==> src/hdl/smm_pkg.sv <==
// Shared types and constants for the square matrix multiplier.
// No dependencies; imported by smm_ctrl, smm_datapath, square_matrix_multiply and tb_top.
package smm_pkg;

    localparam int MAX_DIM = 16;
    localparam int IDX_W   = $clog2(MAX_DIM);
    localparam int ADDR_W  = 2 * IDX_W;
    localparam int DEPTH   = MAX_DIM * MAX_DIM;
    localparam int SIZE_W  = 5;
    localparam int FUNC_W  = 2;
    localparam int DATA_W  = 16;
    localparam int PROD_W  = 2 * DATA_W;
    localparam int SUM_W   = 36;

    localparam logic [SIZE_W-1:0] SIZE_LIMIT = SIZE_W'(MAX_DIM);
    localparam logic [SIZE_W-1:0] SIZE_RESET = SIZE_W'(16);

    typedef enum logic [FUNC_W-1:0] {
        FUNC_WRITE_A = 2'd0,
        FUNC_WRITE_B = 2'd1,
        FUNC_ROW     = 2'd2
    } func_t;

    typedef enum logic [1:0] {
        ST_IDLE,
        ST_RUN,
        ST_DRAIN
    } state_t;

    typedef struct packed {
        logic             wr_a;
        logic             wr_b;
        logic             rd;
        logic             first;
        logic             last_k;
        logic             last_col;
        logic [IDX_W-1:0] row;
        logic [IDX_W-1:0] k;
        logic [IDX_W-1:0] col;
    } ctrl_cmd_t;

    typedef struct packed {
        logic pipe_active;
    } dp_status_t;

endpackage

==> src/hdl/smm_ctrl.sv <==
// Controller for the square matrix multiplier: size register, handshake and
// the row/column/term sequencer. Depends on smm_pkg.
module smm_ctrl (
    input  logic                          clk,
    input  logic                          rst_n,
    input  logic                          start,
    input  logic [smm_pkg::FUNC_W-1:0]    func,
    input  logic [smm_pkg::IDX_W-1:0]     row_index,
    input  logic [smm_pkg::IDX_W-1:0]     col_index,
    input  logic                          cfg_valid,
    input  logic [smm_pkg::SIZE_W-1:0]    cfg_size,
    input  smm_pkg::dp_status_t           status,
    output logic                          busy,
    output logic                          cfg_ready,
    output smm_pkg::ctrl_cmd_t            cmd
);
    import smm_pkg::*;

    state_t              state_reg, state_next;
    logic [SIZE_W-1:0]   size_reg;
    logic [IDX_W-1:0]    row_reg, row_next;
    logic [IDX_W-1:0]    k_reg, k_next;
    logic [IDX_W-1:0]    c_reg, c_next;
    logic [SIZE_W-1:0]   eff_size;
    logic                accept;
    logic                row_ok;
    logic                col_ok;
    logic                last_k;
    logic                last_col;

    assign eff_size = (size_reg > SIZE_LIMIT) ? SIZE_LIMIT : size_reg;
    assign accept   = start && !busy;
    assign row_ok   = {1'b0, row_index} < eff_size;
    assign col_ok   = {1'b0, col_index} < eff_size;
    assign last_k   = {1'b0, k_reg} == (eff_size - SIZE_W'(1));
    assign last_col = {1'b0, c_reg} == (eff_size - SIZE_W'(1));

    always_ff @(posedge clk or negedge rst_n)
    begin
        if (!rst_n)
        begin
            state_reg <= ST_IDLE;
            size_reg  <= SIZE_RESET;
            row_reg   <= '0;
            k_reg     <= '0;
            c_reg     <= '0;
        end
        else
        begin
            state_reg <= state_next;
            row_reg   <= row_next;
            k_reg     <= k_next;
            c_reg     <= c_next;
            if (cfg_valid && cfg_ready)
            begin
                size_reg <= cfg_size;
            end
        end
    end

    // next state and counters
    always_comb
    begin
        state_next = state_reg;
        row_next   = row_reg;
        k_next     = k_reg;
        c_next     = c_reg;
        unique case (state_reg)
            ST_IDLE:
            begin
                if (accept && func_t'(func) == FUNC_ROW && row_ok)
                begin
                    state_next = ST_RUN;
                    row_next   = row_index;
                    k_next     = '0;
                    c_next     = '0;
                end
            end
            ST_RUN:
            begin
                if (last_k)
                begin
                    k_next = '0;
                    if (last_col)
                    begin
                        state_next = ST_DRAIN;
                    end
                    else
                    begin
                        c_next = c_reg + IDX_W'(1);
                    end
                end
                else
                begin
                    k_next = k_reg + IDX_W'(1);
                end
            end
            ST_DRAIN:
            begin
                if (!status.pipe_active)
                begin
                    state_next = ST_IDLE;
                end
            end
            default:
            begin
                state_next = ST_IDLE;
            end
        endcase
    end

    // outputs
    always_comb
    begin
        busy         = 1'b0;
        cfg_ready    = 1'b0;
        cmd          = '0;
        cmd.row      = row_reg;
        cmd.k        = k_reg;
        cmd.col      = c_reg;
        cmd.first    = (k_reg == '0);
        cmd.last_k   = last_k;
        cmd.last_col = last_col;
        unique case (state_reg)
            ST_IDLE:
            begin
                // hold the size while a word is being taken
                cfg_ready = !start;
                if (accept && row_ok && col_ok)
                begin
                    unique case (func_t'(func))
                        FUNC_WRITE_A: cmd.wr_a = 1'b1;
                        FUNC_WRITE_B: cmd.wr_b = 1'b1;
                        default:      cmd.wr_a = 1'b0;
                    endcase
                end
            end
            ST_RUN:
            begin
                busy   = 1'b1;
                cmd.rd = 1'b1;
            end
            ST_DRAIN:
            begin
                busy = 1'b1;
            end
            default:
            begin
                busy = 1'b1;
            end
        endcase
    end

`ifndef NO_ASSERTIONS
    a_no_read_when_free: assert property (@(posedge clk) disable iff (!rst_n)
        !busy |-> !cmd.rd)
        else $error("element read issued while not busy");

    a_counters_in_range: assert property (@(posedge clk) disable iff (!rst_n)
        (state_reg == ST_RUN) |-> ({1'b0, k_reg} < eff_size && {1'b0, c_reg} < eff_size))
        else $error("term or column counter beyond matrix size");

    a_row_end_drains: assert property (@(posedge clk) disable iff (!rst_n)
        (state_reg == ST_RUN && last_k && last_col) |=> (state_reg == ST_DRAIN))
        else $error("final term of row did not enter drain");

    a_no_write_when_busy: assert property (@(posedge clk) disable iff (!rst_n)
        busy |-> !(cmd.wr_a || cmd.wr_b))
        else $error("element write while busy");
`endif

endmodule

==> config.mk <==
export PLATFORM = sky130hd
export DESIGN_NAME = smm_ctrl
export DESIGN_NICKNAME = d
export VERILOG_FILES = /design/src/hdl/smm_pkg.sv /design/src/hdl/smm_ctrl.sv
export SDC_FILE = /design/constraint.sdc
export NUM_CORES = 1
export LEC_CHECK = 0
export BUFFER_PORTS_ARGS = -buffer_cell sky130_fd_sc_hd__buf_4
export CAP_MARGIN = 10
export CORE_MARGIN = 1.5
export CORE_UTILIZATION = 45
export DETAILED_ROUTE_END_ITERATION = 8
export HOLD_SLACK_MARGIN = 0.05
export PLACE_DENSITY = 0.71
export SYNTH_ARGS = -nofsm -noshare
export SYNTH_HDL_FRONTEND = slang
export SYNTH_SLANG_ARGS = --single-unit
export TNS_END_PERCENT = 20
==> constraint.sdc <==
create_clock -name clk -period 7.1 [get_ports clk]
set_input_delay 0.355 -clock clk [delete_from_list [all_inputs] [get_ports clk]]
set_output_delay 0.355 -clock clk [all_outputs]
set_load 0.05 [all_outputs]
-- After elaboration in Yosys (flattened, before gate mapping)
Index checks and enable logic that the tools add are counted.
- flip-flop bits (word level): 19
- input bits: 20
- word-level logic and storage cells: 56
- add/subtract/negate cells: 3
- $lt $le $gt $ge: 3
- eq/ne operators: 11
- mux-type cells: 19
- reductions and logical operators: 15
- operator list (kind ; count):
    4-bit two-way mux ; 4
    4-bit one-hot mux with 2 select lines ; 2
    2-bit two-way mux ; 6
    4-bit by 5-bit equality test with 1-bit output ; 2
    4-bit by 5-bit less-than comparator with 1-bit output ; 2
    4-bit by 1-bit adder with 4-bit output, second input constant ; 2
    2-bit != test, second input constant ; 4
    4-bit AND reduction ; 2
    1-bit logical AND ; 6
    2-bit one-hot mux with 3 select lines ; 1
    5-bit > comparator, second input constant ; 1
    1-bit two-way mux ; 5
    5-bit two-way mux ; 1
    5-bit by 1-bit subtractor with 5-bit output, second input constant ; 1
    2-bit by 1-bit equality test with 1-bit output, second input constant ; 2
    2-bit equality test, second input constant ; 2
    2-bit logical NOT ; 2
    4-bit logical NOT ; 1
    2-bit AND reduction ; 2
    2-bit by 1-bit != test with 1-bit output, second input constant ; 1
    2-bit nonzero test ; 1
    1-bit logical NOT ; 1

-- Longest topological paths before layout
Gate-level depths: netlist of run 1.
- depth after elaboration: 7
- gate-level depth with buffers: 10

-- Least setup slack after synthesis of run 1
No wires, ideal clock.
- path type: register -> output
- start: register size_reg[4]
- end: output port cmd[16] in the netlist's numbering
- arrival: 4054 ps
- required time: 6745 ps
- setup slack: 2691 ps
- stages on the path, launching flop included: 9
- path buffers: 1
- cell sequence: dfstp_2 -> buf_2 -> inv_1 -> nand2_1 -> ha_1 -> a21o_1 -> a21o_1 -> a21o_1 -> a2111oi_0
- RTL lines (item ; RTL line ; source):
    start: declaration ; smm_ctrl.sv:20 ; logic [SIZE_W-1:0] size_reg;
    start signal: assignment ; smm_ctrl.sv:56 ; size_reg <= cfg_size;
    end: declaration ; smm_ctrl.sv:15 ; output smm_pkg::ctrl_cmd_t cmd

==> results of run 1 <==
[kinds of logic (layout without fill, tap and decap cells)]
kind of cell | after synthesis | in the layout
xor+xnor | 6 | 6
compound gates | 32 | 32
flops | 19 | 19
mux | 8 | 8
simple gates | 36 | 36
buf+inv | 20 | 56
fa+ha+maj | 10 | 10
[power by group through the flow]
stage | Combinational [mW] | Clock (mW) | Sequential (mW)
after floorplan | 0.385 | 0 | 0.319
after global placement | 0.597 | 0 | 0.231
after detailed placement | 0.606 | 0 | 0.233
after CTS | 0.609 | 0.0556 | 0.230
after global routing | 0.659 | 0.0616 | 0.241
final | 0.606 | 0.0548 | 0.230
[synthesized netlist by cell type, drive strengths merged, types with 4 or more instances]
cell   count  area, um^2
a21o       4        30.0
xnor2      4        35.0
nand2      6        22.5
mux2       8        90.1
ha        10         125
nand3      4        20.0
nand4      4        25.0
a21oi      4        20.0
dfrtp     18         450
o21ai      4        20.0
inv       12        47.6
o31ai      5        37.5
buf        6        43.8
[worst max path at each step]
stage,depth (start not counted),startpoint,slack [ns],endpoint
2_1_floorplan,8,size_reg[4],2.69,cmd[16]
3_3_place_gp,8,size_reg[4],4.48,cmd[16]
3_5_place_dp,8,size_reg[4],4.35,cmd[16]
4_1_cts,8,size_reg[4],4.02,cmd[16]
5_1_grt,8,size_reg[4],3.82,cmd[16]
6_report,8,size_reg[4],3.90,cmd[16]
[stage by stage]
step                utilization (%)  cells  power, mW
floorplan                         -    131      0.704
global placement               58.1    193      0.828
detailed placement             58.1    193      0.839
CTS                            59.5    198      0.895
global route                   59.5    198      0.962
finish                         59.5    198      0.891
[layout make-up]
| class | instances | area, um^2 | share of cell area (%) |
|---|---|---|---|
| timing repair buffer | 40 | 303 | 18.2 |
| tap | 31 | 38.8 | 2.33 |
| clock inverter | 1 | 5.00 | 0.300 |
| multi-input combinational | 92 | 774 | 46.4 |
| clock buffer | 3 | 22.5 | 1.35 |
| sequential | 19 | 477 | 28.6 |
| inverter | 12 | 47.5 | 2.85 |
[repair_timing]
action | in CTS | in global routing
endpoints found under the hold margin | 18 | 0
resized for setup | 0 | 0
setup endpoints to repair | 0 | 0
hold buffers | 1 | 0
[per-layer routing]
metal | up-vias | track usage, % | part of all wire (%)
met5 | - | 0 | 0
met4 | 0 | 2.99 | 0.30
met3 | 2 | 4.02 | 4.3
met2 | 29 | 33.1 | 50
met1 | 564 | 25.6 | 45
li1 | 566 | - | -
[critical path: stages, from the launching register on]
cell and delay, ns:
dfstp_2 0.63, inv_1 0.14, nand2_1 0.14, ha_1 0.24, a21o_1 0.16, a21oi_1 0.21
o21ai_0 0.14, a2111oi_0 0.58, buf_4 0.31
==> impl_metrics.yaml, run 1 <==
status:
  status: "finished, final reports clean"
grt:
  grt_first_pass_wirelength_um: 5040
  grt_start_max_net_pins: 20
  grt.total_usage_pct: 19.3
  grt_antenna_before_repair: 0
  first_global_vias: 1131
  gr-total-overflow: 0
floorplan:
  io_pins: 40
  chipWidth_um: 57.8
  coreArea_mm2: 0.00281
  start_util_pct: 48.1
  die_h_um: 57.8
  die_area_mm2: 0.00334
  fp-row-count: 19
finish:
  synthToLayoutAreaGrowth_pct: 23.5
  final_common_cell: "buf_4"
  final_nets: 198
  drive_above_1_share_pct: 35.3
  fin_area_mm2: 0.00167
  final_cell_mix: "buf_4, dfrtp_1, inv_1, ha_1, mux2_2"
  largest_reg_flops: 5
  fillers: 263
  num_antenna_cells: 0
sta:
  fin_worst_skew_ns: 0.00363
  drv_slew: 0
  fin_ws_ns: 3.90
  rsz0062_at_grt: "no"
  fmax_ghz: 0.312
  hold_violations: 0
  period_share_pct: 45.1
  tightestPinTransition_ns: 0.583
  min_period_ns: 3.20
  relSlewSlack_pct: 60.1
  holdWs_ns: 0.262
  fin_setup_tns_ns: 0
  final-setup-viol-count: 0
logic_synthesis:
  ys_seq_area_share_pct: 35.3
  synth_edf_count: 0
  yosysWarningCount: 0
  synth_compound_area_share_pct: 19.4
  syn_area_per_cell_um2: 10.3
  synth.distinct_cells: 44
  synth_top_family_by_area: "compound AO/OA/AOI/OAI gates"
  synth_mux_area_share_pct: 6.67
  ys_ff_latch: 19
  synth-xor-area-share_pct: 5.93
  synthArstFlopShare_pct: 100
  synth_nets: 161
  ys.flop_type: "dfrtp_1"
  yosys.area_share.simple_pct: 16.1
  syn_inst: 131
  netlist_area_mm2: 0.00135
  yosys.area_share.adder_pct: 9.27
power_and_ir_drop:
  p_sw_share_pct: 52.8
  clockPowerShare_pct: 6.2
  netSwitchingPower_mw: 0.470
  power_density_mw_per_mm2: 534
  vdd_drop_max_mv: 0.306
  seqPwrFrac_pct: 25.9
  comb_power_share_pct: 68.0
  total_leakage_power_nw: 0.767
  internal_power_mw: 0.421
clocking:
  cts_root_buffer: "clkbuf_4"
  postCtsSetupRepairBufs: 0
  cts_buffers: 3
  cts_tree: "done"
  ctsHtreeMaxLevel: 1
  clk_pin_slew_ns: 0.11
  cts_max_path_buffers: 2
  cts.sinks: 19
  insertion_delay_ns: 0.29
worst_setup_path:
  cp.required_ns: 6.74
  r2r_end: "k_reg[3]"
  path_max_fanout: 10
  r2r.worst_path.cells: 9
  cp-start-kind: "flop"
  rrSetupSlack_ns: 4.43
  crit_arrival_ns: 2.85
  crit_path_end_kind: "output port"
  reg2reg_from: "size_reg[4]"
  path_class: "reg -> out"
place:
  place_area_mm2: 0.00163
  port-buffer-count: 39
  pre_cts_ws_ns: 4.35
  gp_congestion: 0.836
  dp_hpwl_um: 2380
run:
  drv_cap: 0
drt:
  postRouteAntennaNets: 0
  drc_errors: 0
  drtPass1Iterations: 4
  routedWlPerCell_um: 15.0
  vias_per_cell: 5.86
  vias: 1161
  drt-initial-drc-count: 39
  wirelength_um: 2970
min_path:
  holdCritPathClass: "in -> reg"
  min_path_cells: 3
  hold_end: "size_reg[4]"
  min_from: "cfg_size[4]"
No activity file was read; power rests on OpenSTA's default activity.
==> run 2, diff against run 1 <==
--- a/config.mk
+++ b/config.mk
@@ -5,6 +5,7 @@
 export SDC_FILE = /design/constraint.sdc
 export NUM_CORES = 1
 export LEC_CHECK = 0
+export ABC_AREA = 1
 export BUFFER_PORTS_ARGS = -buffer_cell sky130_fd_sc_hd__buf_4
 export CAP_MARGIN = 10
 export CORE_MARGIN = 1.5
==> constraint.sdc (replaced) <==
create_clock -name clk -period 2.96 [get_ports clk]
set_input_delay 0.148 -clock clk [delete_from_list [all_inputs] [get_ports clk]]
set_output_delay 0.148 -clock clk [all_outputs]
set_load 0.05 [all_outputs]
==> impl_metrics.yaml, run 2 <==
logic_synthesis:
  yosysWarningCount: 0
  ys_ff_latch: 19
  synthMostInstantiatedCell: "nand2_1"
  synth_area_leaders: "dfrtp_1, nand2_1, ha_1"
  synth_edf_count: 0
  ys.flop_type: "dfrtp_1"
  synthTopCellsByCount: "nand2_1, dfrtp_1, nor2_1"
  syn_inst: 171
  ys_seq_area_share_pct: 35.4
  synth_top_cell_area_share_pct: 33.5
  yosys.area.top_type: "dfrtp_1"
  synthArstFlopShare_pct: 100
  netlist_area_mm2: 0.00135
  synth_nets: 201
  syn_area_per_cell_um2: 7.87
  synth.distinct_cells: 27
sta:
  drv_slew: 0
  hold_violations: 0
  period_share_pct: 91.4
  fin_setup_tns_ns: 0
  rsz0062_at_grt: "no"
  fin_ws_ns: 0.253
  holdWs_ns: 0.0587
  fin_worst_skew_ns: 0.00967
  tightestPinTransition_ns: 0.408
  relSlewSlack_pct: 72.7
  min_period_ns: 2.71
  fmax_ghz: 0.369
  final-setup-viol-count: 0
min_path:
  min_from: "row_index[1]"
  hold_end: "row_reg[1]"
  min_path_cells: 3
  holdCritPathClass: "in -> reg"
power_and_ir_drop:
  vdd_drop_max_mv: 0.512
  total_leakage_power_nw: 0.913
  power_density_mw_per_mm2: 1140
worst_setup_path:
  rrSetupSlack_ns: 0.59
  cp.required_ns: 2.81
  path_class: "reg -> out"
  reg2reg_from: "size_reg[0]"
  path_buf_inv: 1
  slowest_stage: "dfrtp_1"
  crit_arrival_ns: 2.56
  cp_top_family: "simple AND/OR/NAND/NOR gates"
  crit_path_end_kind: "output port"
  cp-start-kind: "flop"
  slowest_delay_ns: 0.48
  path_max_fanout: 5
  crit_chain: "nor2_2, nand2_2, nand2_2, nand2_1, ha_1, nand2_1, nor2_1, a21oi_1, nand4_1, nor4_2, buf_4"
  r2r.worst_path.cells: 17
  r2r_end: "c_reg[1]"
clocking:
  cts_tree: "done"
  insertion_delay_ns: 0.30
  clk_pin_slew_ns: 0.12
  cts.sinks: 19
  postCtsSetupRepairBufs: 0
  ctsHtreeMaxLevel: 1
  holdBufCountCts: 3
  cts_buffers: 3
  cts_root_buffer: "clkbuf_4"
  cts_max_path_buffers: 2
  cts_resized: 0
drt:
  postRouteAntennaNets: 0
  wirelength_um: 3070
  routedWlPerCell_um: 12.5
  vias: 1245
  drtPass1Iterations: 6
  drt-initial-drc-count: 56
  vias_per_cell: 5.08
  drc_errors: 6
finish:
  final_common_cell: "nand2_1"
  largest_reg_flops: 5
  num_antenna_cells: 0
  drive_above_1_share_pct: 30.4
  final_nets: 245
  instances_no_fill: 245
  fin_area_mm2: 0.00172
  final_cell_mix: "nand2_1, buf_4, dfrtp_1"
  synthToLayoutAreaGrowth_pct: 27.7
place:
  place_area_mm2: 0.00166
  dp_hpwl_um: 2400
  port-buffer-count: 39
  dp_cells: 238
  gp_congestion: 0.857
  pre_cts_ws_ns: 0.622
floorplan:
  chipWidth_um: 57.7
  coreArea_mm2: 0.00281
  fp-row-count: 19
  die_h_um: 57.7
  die_area_mm2: 0.00333
  start_util_pct: 48.0
  io_pins: 40
grt:
  grt.met3_usage_pct: 2.46
  grt.total_usage_pct: 19.9
  met2_usage_pct: 34.4
  first_global_vias: 1197
  gr-total-overflow: 0
  grt_start_max_net_pins: 20
  grt_first_pass_wirelength_um: 5150
  top_usage_layer: "met2"
  use_met1_pct: 25.2
  grt_antenna_before_repair: 0
status:
  status: "finished with violations"
  violations: "DRC"
run:
  drv_cap: 0
-- run 2: cells by family after synthesis --
logic type / Yosys count / share of synthesized area [%]
mux: 3 / 2.51
compound gates: 17 / 6.97
buf+inv: 20 / 6.41
simple gates: 93 / 33.0
flops: 19 / 35.4
fa+ha+maj: 10 / 9.29
xor+xnor: 9 / 6.41
-- run 2: worst max-delay path by stage --
stage | startpoint | endpoint | slack [ns] | cells after the start
after floorplan | size_reg[2] | cmd[16] | 0.15 | 10
after global placement | size_reg[0] | cmd[17] | 0.72 | 11
after detailed placement | size_reg[0] | cmd[17] | 0.62 | 11
after CTS | size_reg[0] | cmd[17] | 0.27 | 11
after global routing | size_reg[0] | cmd[17] | 0.03 | 11
final | size_reg[0] | cmd[17] | 0.25 | 11
-- run 2: where the power goes --
part	leakage, nW	switching (mW)	total [mW]	internal, mW
Sequential	0.234	0.152	0.528	0.376
Clock	0.0177	0.0861	0.136	0.0504
Combinational	0.662	0.853	1.30	0.449
Total	0.913	1.09	1.97	0.875
-- run 2: final cells by class --
cell class	instances	area [um^2]
inverter	17	63.8
multi-input combinational	132	790
tap	31	38.8
timing repair buffer	42	323
sequential	19	477
clock buffer	3	22.5
clock inverter	1	5.00
fill	252	1090
-- run 2: worst reg2reg max path: stages, from the launching register on --
cell and delay, ns:
dfrtp_1 0.48, nor2_2 0.16, nand2_2 0.10, nand2_2 0.13
nand2_1 0.13, ha_1 0.25, inv_1 0.08, nor2_1 0.04
nand2_1 0.09, nand2_1 0.06, nor2_1 0.08, nand3_1 0.08
nor2_1 0.12, nand3_1 0.12, nand2_2 0.18, nor2_4 0.07
nand2_1 0.06, nand2_1 0.05
-- run 2: routing by layer --
metal  part of all wire [%]  vias to the layer above  wire, um
met5                      0                        -         0
met4                    1.3                        0        41
met3                    3.2                        5        99
met2                     49                       25      1490
met1                     47                      577      1430
li1                       -                      638         -
-- run 2: through the flow --
step	utilization (%)	total power, mW
floorplan	-	1.51
global placement	59.2	1.80
detailed placement	59.2	1.83
CTS	61.3	1.97
global route	61.3	2.12
finish	61.3	1.97
==> run 3, diff against run 2 <==
--- a/config.mk
+++ b/config.mk
@@ -6,7 +6,7 @@
 export NUM_CORES = 1
 export LEC_CHECK = 0
 export ABC_AREA = 1
-export BUFFER_PORTS_ARGS = -buffer_cell sky130_fd_sc_hd__buf_4
+export BUFFER_PORTS_ARGS = -buffer_cell sky130_fd_sc_hd__buf_2
 export CAP_MARGIN = 10
 export CORE_MARGIN = 1.5
 export CORE_UTILIZATION = 45
==> impl_metrics.yaml, run 3 (synthesized netlist as in run 2, its figures left out) <==
status:
  status: "finished with violations"
  violations: "DRC"
sta:
  relSlewSlack_pct: 71.1
  rsz0062_at_grt: "no"
  tightestPinTransition_ns: 0.433
  final-setup-viol-count: 0
  period_share_pct: 90.4
  hold_violations: 0
  fin_worst_skew_ns: 0.00467
  min_period_ns: 2.68
  fin_setup_tns_ns: 0
  fmax_ghz: 0.374
  drv_slew: 0
finish:
  multiInputGateArea_um2: 790
  largest_reg_flops: 5
  num_antenna_cells: 0
  fillers: 278
  synthToLayoutAreaGrowth_pct: 18.9
  post-route-util_pct: 57.0
  final_cell_mix: "nand2_1, buf_2, dfrtp_1"
  regArea_um2: 477
  final_common_cell: "nand2_1"
  drive_above_1_share_pct: 30.2
  final_nets: 243
floorplan:
  die_area_mm2: 0.00333
  die_h_um: 57.7
  io_pins: 40
  coreArea_mm2: 0.00281
  start_util_pct: 48.0
  chipWidth_um: 57.7
  fp-row-count: 19
power_and_ir_drop:
  vdd_drop_max_mv: 0.571
  total_leakage_power_nw: 0.877
  power_density_mw_per_mm2: 1180
worst_setup_path:
  path_buf_inv: 1
  cp_top_family: "simple AND/OR/NAND/NOR gates"
  slowest_delay_ns: 0.44
  crit_arrival_ns: 2.53
  path_class: "reg -> out"
  path_max_fanout: 5
  slowest_stage: "dfrtp_1"
  cp.required_ns: 2.81
  cp-start-kind: "flop"
  crit_chain: "nor2_1, nand2_2, nand2_2, nand2_1, ha_1, nand2_1, nor2_1, a21oi_1, nand4_1, nor4_2, buf_2"
  crit_path_end_kind: "output port"
clocking:
  clk_pin_slew_ns: 0.11
  cts_resized: 0
  ctsHtreeMaxLevel: 1
  cts.sinks: 19
  holdBufCountCts: 1
  cts_max_path_buffers: 2
  cts_tree: "done"
  cts_buffers: 3
  cts_root_buffer: "clkbuf_4"
  insertion_delay_ns: 0.29
  postCtsSetupRepairBufs: 0
drt:
  drc_errors: 6
  postRouteAntennaNets: 0
  vias: 1256
  wirelength_um: 2900
  vias_per_cell: 5.17
  drt-initial-drc-count: 58
  drtPass1Iterations: 6
  routedWlPerCell_um: 11.9
grt:
  grt_start_max_net_pins: 20
  grt_first_pass_wirelength_um: 5310
  grt_antenna_before_repair: 0
  gr-total-overflow: 0
  first_global_vias: 1245
  grt.total_usage_pct: 20.0
place:
  dp_hpwl_um: 2360
  port-buffer-count: 39
  gp_congestion: 0.802
min_path:
  holdCritPathClass: "in -> reg"
run:
  drv_cap: 0
-- run 3: cell type report --
| cell class | instances | share of cell area [%] |
|---|---|---|
| Timing Repair Buffer | 40 | 12.8 |
| Sequential cell | 19 | 29.8 |
| Clock buffer | 4 | 1.64 |
| Inverter | 17 | 3.99 |
| Multi-Input combinational cell | 132 | 49.3 |
| Tap cell | 31 | 2.42 |
-- run 3: final timing paths --
path / startpoint / endpoint / slack [ns] / cells past startpoint
max in group asynchronous: rst_n / size_reg[4] / 2.31 / 2
hold / removal: row_index[2] / row_reg[2] / 0.07 / 3
hold reg to reg: row_reg[2] / row_reg[2] / 0.49 / 2
setup reg to reg: size_reg[2] / c_reg[0] / 0.63 / 13
min in group asynchronous: rst_n / row_reg[2] / 0.31 / 2
setup / recovery: size_reg[2] / cmd[17] / 0.28 / 11
-- run 3: where the power goes --
part	switching [mW]	internal (mW)
registers	0.144	0.376
clock network	0.0813	0.0524
logic	0.848	0.387
total	1.07	0.815
-- run 3: per-stage QoR --
step                cell area [um^2]  hold slack (ns)  power [mW]  instances  worst slack, ns
finish                          1600           0.0664        1.89        243            0.285
global route                    1600           0.0654        2.07        243           0.0238
CTS                             1600           0.0639        1.90        243            0.269
detailed placement              1560            0.119        1.76        238            0.618
global placement                1560            0.114        1.73        238            0.681
floorplan                       1350           -0.148        1.51        171            0.148
-- run 3: layer usage --
metal  track usage (%)  wire (um)  up-vias
met5                 0          0        -
met4              4.65         17        0
met3              2.90        126        4
met2              34.7       1460       35
met1              26.3       1300      578
li1                  -          -      639
-- run 3: worst register-to-register path, stage by stage, from the launching register on --
cell and delay (ns):
dfrtp_1 0.44, nor2_1 0.19, nand2_2 0.11, nand2_2 0.13, nand2_1 0.12, ha_1 0.34
xor2_1 0.16, nand3_1 0.11, nor2_2 0.12, nand3_2 0.11, nand2_4 0.12, nand2_4 0.08
o21ai_1 0.13, nand2_1 0.07
